<file path="config.mk">
export PLATFORM = sky130hd
export DESIGN_NAME = alert_message_field_parser
export DESIGN_NICKNAME = d
export VERILOG_FILES = /design/src/rtl/amfp_pkg.sv /design/src/rtl/amfp_parse.sv /design/src/rtl/alert_message_field_parser.sv
export SDC_FILE = /design/constraint.sdc
export NUM_CORES = 1
export LEC_CHECK = 0
export BUFFER_PORTS_ARGS = -buffer_cell sky130_fd_sc_hd__buf_2
export CELL_PAD_IN_SITES_DETAIL_PLACEMENT = 1
export CELL_PAD_IN_SITES_GLOBAL_PLACEMENT = 2
export CORE_MARGIN = 2
export CORE_UTILIZATION = 36
export DETAILED_ROUTE_END_ITERATION = 7
export PLACE_DENSITY_LB_ADDON = 0.1
export SYNTH_ARGS = -nofsm -noshare
export SYNTH_HDL_FRONTEND = slang
export SYNTH_SLANG_ARGS = --single-unit
export TNS_END_PERCENT = 1
</file>
<file path="constraint.sdc">
create_clock -name clk -period 4.3 [get_ports clk]
set_clock_uncertainty 0.2 [all_clocks]
set_input_delay 1.29 -clock clk [delete_from_list [all_inputs] [get_ports clk]]
set_output_delay 1.29 -clock clk [all_outputs]
set_load 0.01 [all_outputs]
</file>
<file path="src/rtl/amfp_pkg.sv">
// Shared types and constants for the alert message field parser.
// Depends on nothing; used by amfp_parse, alert_message_field_parser and the testbench.
`timescale 1ns / 1ps

package amfp_pkg;

	// result kinds
	localparam logic [2:0] KIND_SEQ   = 3'd0;
	localparam logic [2:0] KIND_FLAGS = 3'd1;
	localparam logic [2:0] KIND_ERRNUM = 3'd2;
	localparam logic [2:0] KIND_SEV   = 3'd3;
	localparam logic [2:0] KIND_TEXT  = 3'd4;
	localparam logic [2:0] KIND_ARG   = 3'd5;
	localparam logic [2:0] KIND_ERROR = 3'd6;

	// error codes
	localparam logic [3:0] ERR_SEQ_DIGIT    = 4'd0;
	localparam logic [3:0] ERR_SEQ_COLON    = 4'd1;
	localparam logic [3:0] ERR_FLAG_OPEN    = 4'd2;
	localparam logic [3:0] ERR_FLAG_DIGIT   = 4'd3;
	localparam logic [3:0] ERR_FLAG_CLOSE   = 4'd4;
	localparam logic [3:0] ERR_ERRNUM_OPEN  = 4'd5;
	localparam logic [3:0] ERR_ERRNUM_DIGIT = 4'd6;
	localparam logic [3:0] ERR_ERRNUM_CLOSE = 4'd7;
	localparam logic [3:0] ERR_SEVERITY     = 4'd8;
	localparam logic [3:0] ERR_TEXT_PERIOD  = 4'd9;
	localparam logic [3:0] ERR_TEXT_OVERFLOW = 4'd10;
	localparam logic [3:0] ERR_ARG_OPEN     = 4'd11;
	localparam logic [3:0] ERR_ARG_CLOSE    = 4'd12;
	localparam logic [3:0] ERR_CODE_MAX     = ERR_ARG_CLOSE;

	// delimiter characters
	localparam logic [7:0] CH_NUL    = 8'h00;
	localparam logic [7:0] CH_SPACE  = 8'h20;
	localparam logic [7:0] CH_COLON  = 8'h3A;
	localparam logic [7:0] CH_LBRACK = 8'h5B;
	localparam logic [7:0] CH_RBRACK = 8'h5D;
	localparam logic [7:0] CH_LPAREN = 8'h28;
	localparam logic [7:0] CH_RPAREN = 8'h29;
	localparam logic [7:0] CH_PERIOD = 8'h2E;
	localparam logic [7:0] CH_DASH   = 8'h2D;
	localparam logic [7:0] CH_ZERO   = 8'h30;
	localparam logic [7:0] CH_NINE   = 8'h39;

	typedef struct packed {
		logic        emit;
		logic [2:0]  kind;
		logic [31:0] value;
		logic [2:0]  arg_index;
		logic [3:0]  error_code;
		logic        last;
	} result_t;

	// severity pair lookup: {match, code}
	function automatic logic [3:0] sev_lookup(input logic [7:0] a, input logic [7:0] b);
		logic [3:0] r;
		r = 4'b0000;
		if (a == "V" && b == "L") r = {1'b1, 3'd0};
		else if (a == "I" && b == "N") r = {1'b1, 3'd1};
		else if (a == "W" && b == "A") r = {1'b1, 3'd2};
		else if (a == "C" && b == "R") r = {1'b1, 3'd3};
		else if (a == "F" && b == "O") r = {1'b1, 3'd4};
		else if (a == "L" && b == "G") r = {1'b1, 3'd5};
		return r;
	endfunction

endpackage

</file>
<file path="src/rtl/amfp_parse.sv">
// Parser state machine: phase, accumulator and counters, one character per step.
// Depends on amfp_pkg.
`timescale 1ns / 1ps

module amfp_parse #(
	parameter int ARG_COUNT = 8
) (
	input  logic             clk,
	input  logic             arst_n,
	input  logic             step_en,
	input  logic [7:0]       ch,
	input  logic [7:0]       text_limit,
	output amfp_pkg::result_t res
);

	localparam logic [3:0] PH_SEQ       = 4'd0;
	localparam logic [3:0] PH_FLAG_SEEK = 4'd1;
	localparam logic [3:0] PH_FLAG      = 4'd2;
	localparam logic [3:0] PH_ERR_SEEK  = 4'd3;
	localparam logic [3:0] PH_ERR       = 4'd4;
	localparam logic [3:0] PH_SPACE     = 4'd5;
	localparam logic [3:0] PH_SEV2      = 4'd6;
	localparam logic [3:0] PH_DASH      = 4'd7;
	localparam logic [3:0] PH_SKIP      = 4'd8;
	localparam logic [3:0] PH_TEXT      = 4'd9;
	localparam logic [3:0] PH_ARG_SEEK  = 4'd10;
	localparam logic [3:0] PH_ARG       = 4'd11;
	localparam logic [3:0] PH_DISCARD   = 4'd12;

	localparam logic [3:0] ARG_LAST = 4'(ARG_COUNT);

	logic [3:0]  phase_q, phase_d;
	logic [31:0] acc_q, acc_d;
	logic [7:0]  text_cnt_q, text_cnt_d;
	logic [2:0]  arg_cnt_q, arg_cnt_d;
	logic [1:0]  skip_cnt_q, skip_cnt_d;
	logic [7:0]  sev_first_q, sev_first_d;

	logic        is_digit;
	logic        is_nul;
	logic [31:0] acc_digit;
	logic [3:0]  sev;
	logic        do_fail;
	logic [3:0]  fail_code;
	logic        do_restart;

	assign is_digit  = (ch >= amfp_pkg::CH_ZERO) && (ch <= amfp_pkg::CH_NINE);
	assign is_nul    = (ch == amfp_pkg::CH_NUL);
	// acc * 10 + digit, shifts and adds
	assign acc_digit = {acc_q[28:0], 3'b000} + {acc_q[30:0], 1'b0}
		+ {24'd0, ch - amfp_pkg::CH_ZERO};
	assign sev       = amfp_pkg::sev_lookup(sev_first_q, ch);

	always_comb begin
		phase_d     = phase_q;
		acc_d       = acc_q;
		text_cnt_d  = text_cnt_q;
		arg_cnt_d   = arg_cnt_q;
		skip_cnt_d  = skip_cnt_q;
		sev_first_d = sev_first_q;
		res         = '0;
		do_fail     = 1'b0;
		fail_code   = amfp_pkg::ERR_SEQ_DIGIT;
		do_restart  = 1'b0;

		unique case (phase_q)
			PH_SEQ: begin
				if (ch == amfp_pkg::CH_COLON) begin
					res.emit  = 1'b1;
					res.kind  = amfp_pkg::KIND_SEQ;
					res.value = acc_q;
					acc_d     = '0;
					phase_d   = PH_FLAG_SEEK;
				end else if (is_nul) begin
					do_fail = 1'b1; fail_code = amfp_pkg::ERR_SEQ_COLON;
				end else if (!is_digit) begin
					do_fail = 1'b1; fail_code = amfp_pkg::ERR_SEQ_DIGIT;
				end else begin
					acc_d = acc_digit;
				end
			end
			PH_FLAG_SEEK: begin
				if (ch == amfp_pkg::CH_LBRACK) begin
					acc_d = '0; phase_d = PH_FLAG;
				end else if (is_nul) begin
					do_fail = 1'b1; fail_code = amfp_pkg::ERR_FLAG_OPEN;
				end
			end
			PH_FLAG: begin
				if (ch == amfp_pkg::CH_RBRACK) begin
					res.emit  = 1'b1;
					res.kind  = amfp_pkg::KIND_FLAGS;
					res.value = acc_q;
					acc_d     = '0;
					phase_d   = PH_ERR_SEEK;
				end else if (is_nul) begin
					do_fail = 1'b1; fail_code = amfp_pkg::ERR_FLAG_CLOSE;
				end else if (!is_digit) begin
					do_fail = 1'b1; fail_code = amfp_pkg::ERR_FLAG_DIGIT;
				end else begin
					acc_d = acc_digit;
				end
			end
			PH_ERR_SEEK: begin
				if (ch == amfp_pkg::CH_LPAREN) begin
					acc_d = '0; phase_d = PH_ERR;
				end else if (is_nul) begin
					do_fail = 1'b1; fail_code = amfp_pkg::ERR_ERRNUM_OPEN;
				end
			end
			PH_ERR: begin
				if (ch == amfp_pkg::CH_RPAREN) begin
					res.emit  = 1'b1;
					res.kind  = amfp_pkg::KIND_ERRNUM;
					res.value = acc_q;
					acc_d     = '0;
					phase_d   = PH_SPACE;
				end else if (is_nul) begin
					do_fail = 1'b1; fail_code = amfp_pkg::ERR_ERRNUM_CLOSE;
				end else if (!is_digit) begin
					do_fail = 1'b1; fail_code = amfp_pkg::ERR_ERRNUM_DIGIT;
				end else begin
					acc_d = acc_digit;
				end
			end
			PH_SPACE: begin
				if (is_nul) begin
					do_fail = 1'b1; fail_code = amfp_pkg::ERR_SEVERITY;
				end else if (ch != amfp_pkg::CH_SPACE) begin
					sev_first_d = ch;
					phase_d     = PH_SEV2;
				end
			end
			PH_SEV2: begin
				// a zero here never matches a pair
				if (!sev[3]) begin
					do_fail = 1'b1; fail_code = amfp_pkg::ERR_SEVERITY;
				end else begin
					res.emit  = 1'b1;
					res.kind  = amfp_pkg::KIND_SEV;
					res.value = {29'd0, sev[2:0]};
					phase_d   = PH_DASH;
				end
			end
			PH_DASH: begin
				if (is_nul) begin
					do_fail = 1'b1; fail_code = amfp_pkg::ERR_TEXT_PERIOD;
				end else if (ch != amfp_pkg::CH_DASH) begin
					skip_cnt_d = 2'd1;
					phase_d    = PH_SKIP;
				end
			end
			PH_SKIP: begin
				if (is_nul) begin
					do_fail = 1'b1; fail_code = amfp_pkg::ERR_TEXT_PERIOD;
				end else if (skip_cnt_q >= 2'd2) begin
					skip_cnt_d = '0;
					text_cnt_d = '0;
					phase_d    = PH_TEXT;
				end else begin
					skip_cnt_d = skip_cnt_q + 2'd1;
				end
			end
			PH_TEXT: begin
				if (ch == amfp_pkg::CH_PERIOD) begin
					arg_cnt_d = '0; phase_d = PH_ARG_SEEK;
				end else if (is_nul) begin
					do_fail = 1'b1; fail_code = amfp_pkg::ERR_TEXT_PERIOD;
				end else if (text_cnt_q >= text_limit) begin
					do_fail = 1'b1; fail_code = amfp_pkg::ERR_TEXT_OVERFLOW;
				end else begin
					text_cnt_d = text_cnt_q + 8'd1;
					res.emit   = 1'b1;
					res.kind   = amfp_pkg::KIND_TEXT;
					res.value  = {24'd0, ch};
				end
			end
			PH_ARG_SEEK: begin
				if (ch == amfp_pkg::CH_LPAREN) begin
					acc_d = '0; phase_d = PH_ARG;
				end else if (is_nul) begin
					do_fail = 1'b1; fail_code = amfp_pkg::ERR_ARG_OPEN;
				end
			end
			PH_ARG: begin
				if (ch == amfp_pkg::CH_RPAREN) begin
					res.emit      = 1'b1;
					res.kind      = amfp_pkg::KIND_ARG;
					res.value     = acc_q;
					res.arg_index = arg_cnt_q;
					acc_d         = '0;
					if (({1'b0, arg_cnt_q} + 4'd1) >= ARG_LAST) begin
						res.last = 1'b1;
						phase_d  = PH_DISCARD;
					end else begin
						arg_cnt_d = arg_cnt_q + 3'd1;
						phase_d   = PH_ARG_SEEK;
					end
				end else if (!is_digit) begin
					do_fail = 1'b1; fail_code = amfp_pkg::ERR_ARG_CLOSE;
				end else begin
					acc_d = acc_digit;
				end
			end
			default: begin
				// discard up to the terminator
				if (is_nul) do_restart = 1'b1;
				else phase_d = PH_DISCARD;
			end
		endcase

		if (do_fail) begin
			res.emit       = 1'b1;
			res.kind       = amfp_pkg::KIND_ERROR;
			res.value      = '0;
			res.arg_index  = '0;
			res.error_code = fail_code;
			res.last       = 1'b1;
			if (is_nul) do_restart = 1'b1;
			else phase_d = PH_DISCARD;
		end

		if (do_restart) begin
			phase_d     = PH_SEQ;
			acc_d       = '0;
			text_cnt_d  = '0;
			arg_cnt_d   = '0;
			skip_cnt_d  = '0;
			sev_first_d = '0;
		end
	end

	always_ff @(posedge clk or negedge arst_n) begin
		if (!arst_n) begin
			phase_q     <= PH_SEQ;
			acc_q       <= '0;
			text_cnt_q  <= '0;
			arg_cnt_q   <= '0;
			skip_cnt_q  <= '0;
			sev_first_q <= '0;
		end else if (step_en) begin
			phase_q     <= phase_d;
			acc_q       <= acc_d;
			text_cnt_q  <= text_cnt_d;
			arg_cnt_q   <= arg_cnt_d;
			skip_cnt_q  <= skip_cnt_d;
			sev_first_q <= sev_first_d;
		end
	end

endmodule

</file>
<file path="src/rtl/alert_message_field_parser.sv">
// Top level of the alert message field parser: input and result registers, handshakes,
// text limit register. Depends on amfp_pkg and amfp_parse.
`timescale 1ns / 1ps

// Channel   | Signals                                    | Direction
// ----------+--------------------------------------------+----------
// input     | in_valid, in_ready, ch                     | in
// result    | out_valid, out_ready, kind, value,         | out
//           | arg_index, error_code, last                |
// config    | text_limit_we, text_limit_wdata            | in
//
// One character per cycle while results are taken; a beat goes from acceptance
// through the input register, then the parse step into the result register.
// The parse step is one phase transition plus a shift-add multiply by ten.
// Reset clears parser state, valid flags and sets text limit to 255; no init sweep.
// A result waiting in the output register stalls the parse step only; the input
// register still takes one beat, so upstream sees ready until both are full.

module alert_message_field_parser #(
	parameter int ARG_COUNT = 8
) (
	input  logic        clk,
	input  logic        arst_n,

	input  logic        in_valid,
	output logic        in_ready,
	input  logic [7:0]  ch,

	output logic        out_valid,
	input  logic        out_ready,
	output logic [2:0]  kind,
	output logic [31:0] value,
	output logic [2:0]  arg_index,
	output logic [3:0]  error_code,
	output logic        last,

	input  logic        text_limit_we,
	input  logic [7:0]  text_limit_wdata
);

	logic              valid_s1;
	logic [7:0]        ch_s1;
	logic              valid_s2;
	amfp_pkg::result_t res_s2;
	amfp_pkg::result_t res;
	logic [7:0]        text_limit_q;
	logic              advance;

	// parse step fires when a character is held and the result slot is free
	assign advance  = valid_s1 && (!valid_s2 || out_ready);
	assign in_ready = !valid_s1 || advance;

	always_ff @(posedge clk or negedge arst_n) begin
		if (!arst_n) begin
			text_limit_q <= 8'd255;
		end else if (text_limit_we) begin
			text_limit_q <= text_limit_wdata;
		end
	end

	// input register
	always_ff @(posedge clk or negedge arst_n) begin
		if (!arst_n) begin
			valid_s1 <= 1'b0;
		end else if (in_valid && in_ready) begin
			valid_s1 <= 1'b1;
		end else if (advance) begin
			valid_s1 <= 1'b0;
		end
	end

	always_ff @(posedge clk) begin
		if (in_valid && in_ready) ch_s1 <= ch;
	end

	amfp_parse #(
		.ARG_COUNT(ARG_COUNT)
	) u_parse (
		.clk       (clk),
		.arst_n    (arst_n),
		.step_en   (advance),
		.ch        (ch_s1),
		.text_limit(text_limit_q),
		.res       (res)
	);

	// result register; beats that produce nothing leave it empty
	always_ff @(posedge clk or negedge arst_n) begin
		if (!arst_n) begin
			valid_s2 <= 1'b0;
		end else if (advance) begin
			valid_s2 <= res.emit;
		end else if (out_ready) begin
			valid_s2 <= 1'b0;
		end
	end

	always_ff @(posedge clk) begin
		if (advance && res.emit) res_s2 <= res;
	end

	assign out_valid  = valid_s2;
	assign kind       = res_s2.kind;
	assign value      = res_s2.value;
	assign arg_index  = res_s2.arg_index;
	assign error_code = res_s2.error_code;
	assign last       = res_s2.last;

	// ready drops only when both stages are full and the result is stuck
	a_ready_low: assert property (@(posedge clk) disable iff (!arst_n)
		!in_ready |-> (valid_s1 && valid_s2 && !out_ready))
		else $error("input stalled without a full pipeline");

	// every error ends a message
	a_err_last: assert property (@(posedge clk) disable iff (!arst_n)
		(valid_s2 && res_s2.kind == amfp_pkg::KIND_ERROR) |-> res_s2.last)
		else $error("error result without last mark");

	a_err_code: assert property (@(posedge clk) disable iff (!arst_n)
		(valid_s2 && res_s2.kind == amfp_pkg::KIND_ERROR)
			|-> (res_s2.error_code <= amfp_pkg::ERR_CODE_MAX))
		else $error("error code out of range");

	a_code_zero: assert property (@(posedge clk) disable iff (!arst_n)
		(valid_s2 && res_s2.kind != amfp_pkg::KIND_ERROR) |-> (res_s2.error_code == 4'd0))
		else $error("error code set on a non-error result");

	a_arg_range: assert property (@(posedge clk) disable iff (!arst_n)
		(valid_s2 && res_s2.kind == amfp_pkg::KIND_ARG)
			|-> ({1'b0, res_s2.arg_index} < 4'(ARG_COUNT)))
		else $error("argument index beyond argument count");

endmodule

</file>
==> results of run 1 <==
cells in the mapped netlist (all sizes together), types with 3 or more instances:
| cell type | n |
|---|---|
| a2111oi | 3 |
| a211oi | 4 |
| a21o | 18 |
| a21oi | 46 |
| a22o | 40 |
| a31o | 3 |
| a31oi | 7 |
| a32o | 4 |
| and2 | 33 |
| and3 | 13 |
| and3b | 4 |
| buf | 14 |
| clkbuf | 16 |
| dfrtp | 59 |
| dfstp | 8 |
| edfxtp | 51 |
| fa | 6 |
| ha | 68 |
| inv | 42 |
| mux2 | 3 |
| nand2 | 55 |
| nand2b | 19 |
| nand3 | 19 |
| nand4 | 10 |
| nor2 | 47 |
| nor2b | 11 |
| nor3 | 14 |
| nor3b | 6 |
| o211ai | 6 |
| o21ai | 55 |
| o21bai | 7 |
| o22ai | 3 |
| o31ai | 6 |
| xnor2 | 21 |
| xor2 | 8 |
through the flow:
step | TNS, ns | std cells | utilization, % | hold slack (ns)
6_report | 0 | 1139 | 43.2 | 0.305
5_1_grt | -0.00992 | 1139 | 43.2 | 0.330
4_1_cts | 0 | 1139 | 43.0 | 0.307
3_5_place_dp | 0 | 1107 | 40.4 | 0.295
3_3_place_gp | 0 | 1107 | 40.4 | 0.278
2_1_floorplan | 0 | 773 | - | 0.253
timing repair:
action	in CTS	in global routing
setup buffers	0	0
endpoints found under the hold margin	0	0
endpoints found under the setup margin	0	4
resized for setup	0	6
placed cells by master (no fill, tap or decap), types with 5 or more instances in the layout:
master / instances
buf_4: 21
dfrtp_1: 59
o31ai_1: 5
edfxtp_1: 51
a21o_1: 18
and3_1: 13
nor3_1: 11
o21bai_1: 7
a21oi_1: 44
nand4_1: 10
xnor2_1: 21
o211ai_1: 6
ha_1: 68
a31oi_1: 5
clkbuf_16: 17
nand2b_1: 19
xor2_1: 8
nor2_1: 44
inv_1: 42
dfstp_2: 8
o21ai_0: 50
buf_2: 65
fa_1: 6
and2_1: 33
nand2_1: 54
nand3_1: 18
a22o_1: 40
nor2b_1: 11
routing by layer:
layer / wire length [um] / vias to the layer above / part of all wire, %
li1: - / 3023 / -
met2: 11500 / 82 / 51
met4: 485 / 2 / 2.2
met1: 9920 / 3242 / 44
met3: 464 / 23 / 2.1
met5: 12 / - / 0.054
worst reg2reg max path, cell delays in order (launching register included):
cell and delay [ns]:
edfxtp_1 0.47, ha_1 0.29, xor2_1 0.18, fa_1 0.55, inv_1 0.04, ha_1 0.35
o211ai_1 0.11, a21oi_1 0.09, o41a_1 0.46, a31oi_4 0.25, o2111ai_2 0.18, a31o_2 0.29
a21oi_1 0.21, xnor2_1 0.10, a22o_1 0.20
flip-flops by register name, indices dropped and copies added, names as in the netlist, 2 cells and up:
signal	cells
u_parse.acc_q	32
text_limit_q	8
u_parse.arg_cnt_q	3
arg_index	3
error_code	4
u_parse.sev_first_q	8
u_parse.phase_q	4
value	32
u_parse.skip_cnt_q	2
ch_s1	8
u_parse.text_cnt_q	8
kind	3
how the worst min path moves through the flow:
stage,to,startpoint,depth (start not counted)
3_3_place_gp,u_parse.sev_first_q[6],u_parse.sev_first_q[6],1
3_5_place_dp,u_parse.sev_first_q[6],u_parse.sev_first_q[6],1
4_1_cts,u_parse.sev_first_q[6],u_parse.sev_first_q[6],1
6_report,u_parse.sev_first_q[6],u_parse.sev_first_q[6],1
5_1_grt,u_parse.arg_cnt_q[2],u_parse.arg_cnt_q[2],1
2_1_floorplan,u_parse.text_cnt_q[7],u_parse.text_cnt_q[7],1
cells by family (layout without fill, tap and decap cells):
family,after synthesis,count (layout),synth area share (%)
DFF,118,118,41.2
xor gates and xnor gates,29,29,3.25
AOI/OAI and AO/OA,231,231,21.3
and+or+nand+nor,245,245,17.3
buffers and inverters,72,163,3.98
muxes,4,4,0.561
adders and majority gates,74,74,12.4
power by group through the flow:
stage | clock (mW) | sequential [mW] | combinational, mW
final | 1.36 | 1.46 | 1.05
after floorplan | 0 | 1.48 | 0.685
after global placement | 0 | 1.48 | 1.03
after CTS | 1.39 | 1.46 | 1.05
after detailed placement | 0 | 1.48 | 1.05
after global routing | 1.44 | 1.48 | 1.16
area by class of cell:
class                      count  area, um^2
multi-input combinational    583        4320
tap                          275         344
timing repair buffer          89         543
clock buffer                  20         437
sequential                   118        3220
inverter                      42         158
clock inverter                12         111
fill                        2379       12000
==> results.yml, run 1 <==
clock_network:
  cts_tree: "done"
  clkTransAtPathRegs_ns: 0.05
  cts_buffer_depth: 2
  clock-sinks: 118
  clk_latency_ns: 0.43
  ctsRootBufferMaster: "clkbuf_16"
  cts_buffers: 17
  holdBufCountCts: 0
  h-tree-depth: 4
placement:
  routabilityCongestion: 0.860
  portBuffers: 65
  dp_hpwl_um: 16700
  place_area_um2: 8550
  dp_slack_ns: 0.148
final_layout:
  finalInstanceArea_um2: 9130
  synthToLayoutAreaGrowth_pct: 17.0
  layout-drive-gt1-share_pct: 17.9
  diodes: 0
  nets: 946
status:
  outcome: "completed"
routing:
  drtIter0Drc: 229
  vias_per_cell: 5.59
  vias: 6372
  routed_wl_um: 22400
  drc: 0
  wl_per_cell_um: 19.6
  dr.pass1.iters: 4
  drtAntennaViolNets: 0
logic_synthesis:
  syn_avg_cell_area_um2: 10.1
  yosysTopAreaCellShare_pct: 19.6
  async_flop_share_pct: 56.8
  synth_top_area_cell: "edfxtp_1"
  synth_cell_types: 82
  synth-seq-cells: 118
  synth_edf_count: 51
  synth_area_leaders: "edfxtp_1 (20%), dfrtp_1 (19%), ha_1 (11%)"
  yosysSeqAreaShare_pct: 41.2
  ys.flop_type: "dfrtp_1"
  syn_nets: 868
  syn_area_um2: 7800
  yosysWarningCount: 0
  syn_inst: 773
pwr:
  pwr-share-clk_pct: 35.1
  switching_power_mw: 1.27
  peakVddDrop_v: 0.000238
  intPower_mw: 2.59
  switching_share_pct: 32.9
  p_seq_share_pct: 37.8
  pwr-share-comb_pct: 27.1
  p_leak_nw: 4.18
  power_mw: 3.87
  power.density_nw_per_um2: 424
critical_path:
  regToRegSetupSlack_ns: 0.23
  critPathSlowestCell: "fa_1"
  crit_cells: 14
  reg2reg_from: "ch_s1[5]"
  critical_path.startpoint_type: "flip-flop"
  critPathArrivalTime_ns: 4.16
  crit_path_end_kind: "flip-flop"
  required_ns: 4.40
  reg2reg_depth: 14
  startpoint: "ch_s1[5]"
  crit_family: "compound AO/OA/AOI/OAI gates"
  crit_chain: "ha_1 -> xor2_1 -> fa_1 -> inv_1 -> ha_1 -> o211ai_1 -> a21oi_1 -> o41a_1 -> a31oi_4 -> o2111ai_2 -> a31o_2 -> a21oi_1 -> xnor2_1 -> a22o_1"
  criticalPathCategory: "reg -> reg"
  worstSetupEndpoint: "u_parse.acc_q[28]"
  cp_max_fo: 6
  worst-path-buf-inv: 1
  worstReg2RegEnd: "u_parse.acc_q[28]"
  critical_path.max_stage_delay_ns: 0.55
floorplanning:
  fp.dieW_um: 151
  fp.dieH_um: 151
  num_io_pins: 66
  rows: 53
  die_area_um2: 22900
  start_util_pct: 36.9
  core_region_area_um2: 21200
sta:
  rsz0062_at_grt: "yes"
  worst_pin_slew_ns: 0.790
  slew_headroom_pct: 46.0
  setup_ws_ns: 0.234
  fmax_mhz: 246
  slew_viol_final: 0
  finalCriticalPeriod_ns: 4.07
  timing.final.crit_share_pct: 94.6
  finalSetupViolCount: 0
  finalHoldViolCount: 0
global_routing:
  met2_usage_pct: 36.6
  grt.total_usage_pct: 20.4
  antenna_found_initial: 1
  grt_max_degree: 33
  grt_pass1_vias: 6707
  grt_overflow: 0
  grtUsageMet1_pct: 24.8
  grt_pass1_wl_um: 36100
  top_usage_layer: "met2"
  met3_usage_pct: 3.40
worst_hold_path:
  hp-class: "reg -> reg"
run:
  cap_viol_max_count: 0
Power figures use the tool's default switching activity.
==> run 2: changes to the inputs <==
- ABC_AREA: unset -> 1
- CORE_UTILIZATION: 36 -> 32
==> run 2 against run 1 <==
  * Flip-flop and latch count is the same
  * Highest routed layer is now met4
  * Die area up 40%
  * Worst setup slack improved by 0.34 ns
  * Routed wire length increased by 61%
  * Combinational power rose to 3.4 times the previous value
  * Count of clock-buffer cells in the layout down 2
  * Final cell count is 68% higher
  * Fmax grew 9.2%
  * Clock power rose by 13%
  * Non-clock buffer count shrank 6
  * Sequential power rose by 21%
==> results.yml, run 2 <==
routing:
  vias_per_cell: 5.09
  wl_met2_um: 17400
  top_layer: "met4"
  wl_met3_um: 958
  routed_wl_um: 36000
  drc: 0
  wl_per_cell_um: 18.8
  drtAntennaViolNets: 0
  drtIter0Drc: 549
  wl_met1_um: 17000
  vias: 9766
  dr.pass1.iters: 7
clock_network:
  cts_buffer_depth: 2
  clock-sinks: 118
  cts_buffers: 17
  clk_latency_ns: 0.43
  cts_resized: 0
  clkTransAtPathRegs_ns: 0.06
  cts_tree: "done"
  ctsRootBufferMaster: "clkbuf_16"
  holdBufCountCts: 0
  postCtsSetupRepairBufs: 0
  h-tree-depth: 4
final_layout:
  mostFrequentLayoutCells: "nand2_1 (439), inv_1 (211), nand3_1 (151)"
  regArea_um2: 3220
  diodes: 0
  layout-drive-gt1-share_pct: 10.5
  layout_commonest_cell: "nand2_1"
  multiInputGateArea_um2: 5570
  nFillCells: 3857
  synthToLayoutAreaGrowth_pct: 14.4
  nets: 1603
sta:
  finalSetupViolCount: 0
  setup_ws_ns: 0.578
  fmax_mhz: 269
  slew_viol_final: 0
  tns_ns: 0
  slew_headroom_pct: 32.1
  rsz0062_at_grt: "no"
  timing.final.crit_share_pct: 86.6
  finalCriticalPeriod_ns: 3.72
  worst_pin_slew_ns: 1.02
  finalHoldViolCount: 0
placement:
  portBuffers: 65
  dp_hpwl_um: 27800
  routabilityCongestion: 0.900
  dp_slack_ns: 0.573
run:
  cap_viol_max_count: 0
pwr:
  power.density_nw_per_um2: 611
  p_leak_nw: 5.76
  peakVddDrop_v: 0.000241
global_routing:
  antenna_found_initial: 0
  grt_pass1_wl_um: 57400
  grt_overflow: 0
  grt_max_degree: 68
  grt.total_usage_pct: 23.7
  grt_pass1_vias: 10235
critical_path:
  criticalPathCategory: "reg -> reg"
  critPathArrivalTime_ns: 3.84
  critical_path.startpoint_type: "flip-flop"
  cp_max_fo: 5
  crit_path_end_kind: "flip-flop"
  required_ns: 4.42
logic_synthesis:
  yosysWarningCount: 0
  synth_cell_types: 46
  synthMostInstantiatedCell: "nand2_1"
  synthTopCellsByCount: "nand2_1 (439), inv_1 (211), nand3_1 (151), nor2_1 (127), o21ai_0 (81)"
  syn_avg_cell_area_um2: 6.79
  synth-seq-cells: 118
  async_flop_share_pct: 56.8
  synth_area_leaders: "nand2_1 (17%), edfxtp_1 (16%), dfrtp_1 (15%)"
  ys.flop_type: "dfrtp_1"
  synth_edf_count: 51
  yosysTopAreaCellShare_pct: 16.9
  synth_top_area_cell: "nand2_1"
  yosysSeqAreaShare_pct: 32.9
  syn_area_um2: 9780
  syn_nets: 1536
  syn_inst: 1441
floorplanning:
  die_area_um2: 32000
  num_io_pins: 66
  start_util_pct: 32.2
  rows: 64
  core_region_area_um2: 30300
  fp.dieH_um: 179
  fp.dieW_um: 179
status:
  outcome: "completed"
worst_hold_path:
  hp-class: "reg -> reg"
[run 2: cells by family after synthesis]
family / after synthesis / share of synthesized area [%]
AND/OR/NAND/NOR: 785 / 34.0
buffers and inverters: 254 / 10.2
AO/OA/AOI/OAI: 190 / 11.1
flip-flops: 118 / 32.9
adder cells (fa/ha/maj): 74 / 9.93
XOR/XNOR: 19 / 1.70
multiplexers: 1 / 0.115
[run 2: path summary, 6_finish.rpt]
kind	from	end	slack (ns)	depth (start not counted)
setup / recovery	ch_s1[4]	u_parse.acc_q[11]	0.58	19
hold / removal	text_limit_q[2]	text_limit_q[2]	0.29	2
setup reg to reg	ch_s1[4]	u_parse.acc_q[11]	0.58	19
hold reg to reg	text_limit_q[2]	text_limit_q[2]	0.29	2
max in group asynchronous	arst_n	u_parse.acc_q[31]	2.41	1
min in group asynchronous	arst_n	u_parse.sev_first_q[7]	0.83	1
[run 2: power by group]
part / switching (mW) / total [mW] / internal [mW]
clock network: 0.578 / 1.54 / 0.965
logic: 2.38 / 3.52 / 1.14
registers: 0.300 / 1.77 / 1.47
total: 3.26 / 6.83 / 3.57
[run 2: per-layer routing]
metal / up-vias / track usage (%)
met5: - / 0
met4: 0 / 5.39
met3: 31 / 3.07
met2: 149 / 40.8
met1: 4769 / 31.5
li1: 4817 / -
[run 2: layout make-up]
type                       instances  share of cell area [%]
multi-input combinational       1069                    49.8
sequential                       118                    28.8
inverter                         219                    7.35
tap                              396                    4.43
timing repair buffer              83                    4.14
clock buffer                      18                    3.84
clock inverter                    14                    1.64
[run 2: worst max-delay path: stages, from the launching register on]
cell      delay (ns)
edfxtp_1        0.45
inv_1           0.14
ha_1            0.30
inv_1           0.06
fa_1            0.53
inv_1           0.04
ha_1            0.35
nand2_1         0.13
inv_1           0.05
nand2_1         0.06
nand2_1         0.16
nand2_1         0.10
nand2_1         0.16
or2_2           0.32
nand2_1         0.13
nand2_1         0.09
nand3_1         0.09
nand3_1         0.08
nand3_1         0.13
nand2_1         0.05
[run 2: per-stage QoR]
step                utilization (%)  cells  area [um^2]  total power [mW]  hold slack, ns
global placement               34.8   1885        10600              5.26           0.278
CTS                            36.8   1917        11200              6.90           0.299
floorplan                         -   1441         9780              4.16           0.250
detailed placement             34.8   1885        10600              5.31           0.289
finish                         36.8   1917        11200              6.83           0.293
global route                   36.8   1917        11200              7.47           0.329
==> run 3: changes to the inputs <==
- CORE_UTILIZATION: 32 -> 35
- REMOVE_ABC_BUFFERS: unset -> 1
- clock period: 4.3 -> 4.2 ns (I/O delays scaled with it)
==> run 3 against run 2 <==
  * Flip-flop and latch count stayed put
  * Critical path type unchanged
  * Critical path depth stayed put
  * Register-to-register slack worse by 0.096 ns
  * Routed wire length is 3.6% lower
  * Largest cell class unchanged
  * Fmax is 0.12% higher
  * Final cell count is 0.94% lower
==> results.yml, run 3 (synthesis results as in run 2) <==
final_layout:
  post-route-util_pct: 40.3
  layout_commonest_cell: "nand2_1"
  layout-drive-gt1-share_pct: 10.3
  multiInputGateArea_um2: 5570
  nets: 1602
  synthToLayoutAreaGrowth_pct: 13.9
  mostFrequentLayoutCells: "nand2_1 (439), inv_1 (211), nand3_1 (151)"
  regArea_um2: 3220
  finalInstanceArea_um2: 11100
  nFillCells: 3638
status:
  outcome: "completed"
global_routing:
  grt_pass1_wl_um: 55900
  grt.total_usage_pct: 24.9
  grt_max_degree: 68
  antenna_found_initial: 0
  grt_overflow: 0
  grt_pass1_vias: 10156
placement:
  portBuffers: 65
  routabilityCongestion: 0.876
  place_area_um2: 10500
  dp_hpwl_um: 26500
pwr:
  switching_power_mw: 3.32
  switching_share_pct: 48.0
  peakVddDrop_v: 0.000270
  power_mw: 6.92
  intPower_mw: 3.60
  pwr-share-clk_pct: 22.0
  p_seq_share_pct: 26.1
  pwr-share-comb_pct: 51.9
  power.density_nw_per_um2: 622
  p_leak_nw: 5.74
critical_path:
  critical_path.startpoint_type: "flip-flop"
  crit_path_end_kind: "flip-flop"
  critPathSlowestCell: "fa_1"
  reg2reg_depth: 19
  criticalPathCategory: "reg -> reg"
  required_ns: 4.28
  critPathArrivalTime_ns: 3.80
  crit_chain: "inv_1 -> ha_1 -> inv_1 -> fa_1 -> inv_1 -> ha_1 -> a21oi_1 -> nand2_1 -> nand2_1 -> nand2_1 -> nand2_1 -> nand2_1 -> nand2_1 -> a21o_1 -> nand2_1 -> o21ai_0 -> nand2_1 -> nand2_1 -> o21ai_0"
  cp_max_fo: 5
  path_common_cell: "nand2_1"
  critical_path.max_stage_delay_ns: 0.53
sta:
  finalCriticalPeriod_ns: 3.72
  timing.final.crit_share_pct: 88.5
  worst_pin_slew_ns: 1.02
  rsz0062_at_grt: "no"
  slew_headroom_pct: 32.0
  finalSetupViolCount: 0
  fmax_mhz: 269
  finalHoldViolCount: 0
  slew_viol_final: 0
  tns_ns: 0
clock_network:
  cts_tree: "done"
  postCtsSetupRepairBufs: 0
  clkTransAtPathRegs_ns: 0.06
  clk_latency_ns: 0.43
  ctsRootBufferMaster: "clkbuf_16"
  cts_resized: 0
  h-tree-depth: 4
  cts_buffers: 17
  cts_buffer_depth: 2
  clock-sinks: 118
  holdBufCountCts: 0
routing:
  vias: 9729
  drc: 0
  dr.pass1.iters: 7
  drtAntennaViolNets: 0
  wl_per_cell_um: 18.3
  drtIter0Drc: 598
  vias_per_cell: 5.12
  routed_wl_um: 34700
worst_hold_path:
  hp-class: "reg -> reg"
  holdPathStages: 2
floorplanning:
  fp.dieH_um: 171
  rows: 61
  core_region_area_um2: 27600
  fp.dieW_um: 171
  start_util_pct: 35.4
  die_area_um2: 29300
  num_io_pins: 66
run:
  cap_viol_max_count: 0
-- run 3: cell types whose count changed in the layout (fill, tap and decap cells not counted) --
cell	change
diode_2	+1
clkinv_2	-2
clkinv_4	-1
bufinv_16	-1
clkinvlp_4	+3
clkbuf_1	+1
buf_4	-1
-- run 3: final timing paths --
check                                startpoint                endpoint  slack, ns
worst max-delay path                   ch_s1[4]       u_parse.acc_q[16]       0.48
worst max register to register         ch_s1[4]       u_parse.acc_q[16]       0.48
min in group asynchronous                arst_n  u_parse.sev_first_q[7]       0.80
max in group asynchronous                arst_n    u_parse.arg_cnt_q[2]       2.34
worst min-delay path            text_limit_q[3]         text_limit_q[3]       0.30
worst min register to register  text_limit_q[3]         text_limit_q[3]       0.30
-- run 3: layer usage --
metal	part of all wire [%]	up-vias	routed length (um)	global-route usage, %
met5	0	-	0	0
met4	1.4	0	491	6.23
met3	3.0	36	1030	3.56
met2	49	156	17000	42.8
met1	47	4721	16200	32.8
li1	-	4816	-	-
-- run 3: power by group through the flow --
stage / logic, mW / registers (mW) / clock network [mW]
6_report: 3.59 / 1.81 / 1.52
5_1_grt: 4.10 / 1.85 / 1.59
4_1_cts: 3.61 / 1.81 / 1.55
3_5_place_dp: 3.57 / 1.83 / 0
3_3_place_gp: 3.52 / 1.82 / 0
2_1_floorplan: 2.46 / 1.75 / 0
-- run 3: worst max-delay path, delay by kind of cell, from the launching register on --
family	cells	cell delay (ns)
flops	1	0.44
simple gates	9	0.93
fa+ha+maj	3	1.21
buf+inv	3	0.25
compound gates	4	0.53
-- run 3: area by class of cell --
cell class                      instances  share of cell area [%]
Antenna cell                            1                  0.0225
Sequential cell                       118                    28.9
Inverter                              219                    7.38
Multi-Input combinational cell       1069                    50.0
Clock buffer                           19                    3.89
Tap cell                              378                    4.25
Timing Repair Buffer                   82                    4.09
Clock inverter                         13                    1.42
-- run 3: stage by stage --
stage	instances	hold slack, ns	worst slack, ns
after floorplan	1406	0.250	-0.670
after global placement	1866	0.276	0.560
after detailed placement	1866	0.292	0.485
after CTS	1898	0.302	0.463
after global routing	1898	0.324	0.207
final	1899	0.296	0.482
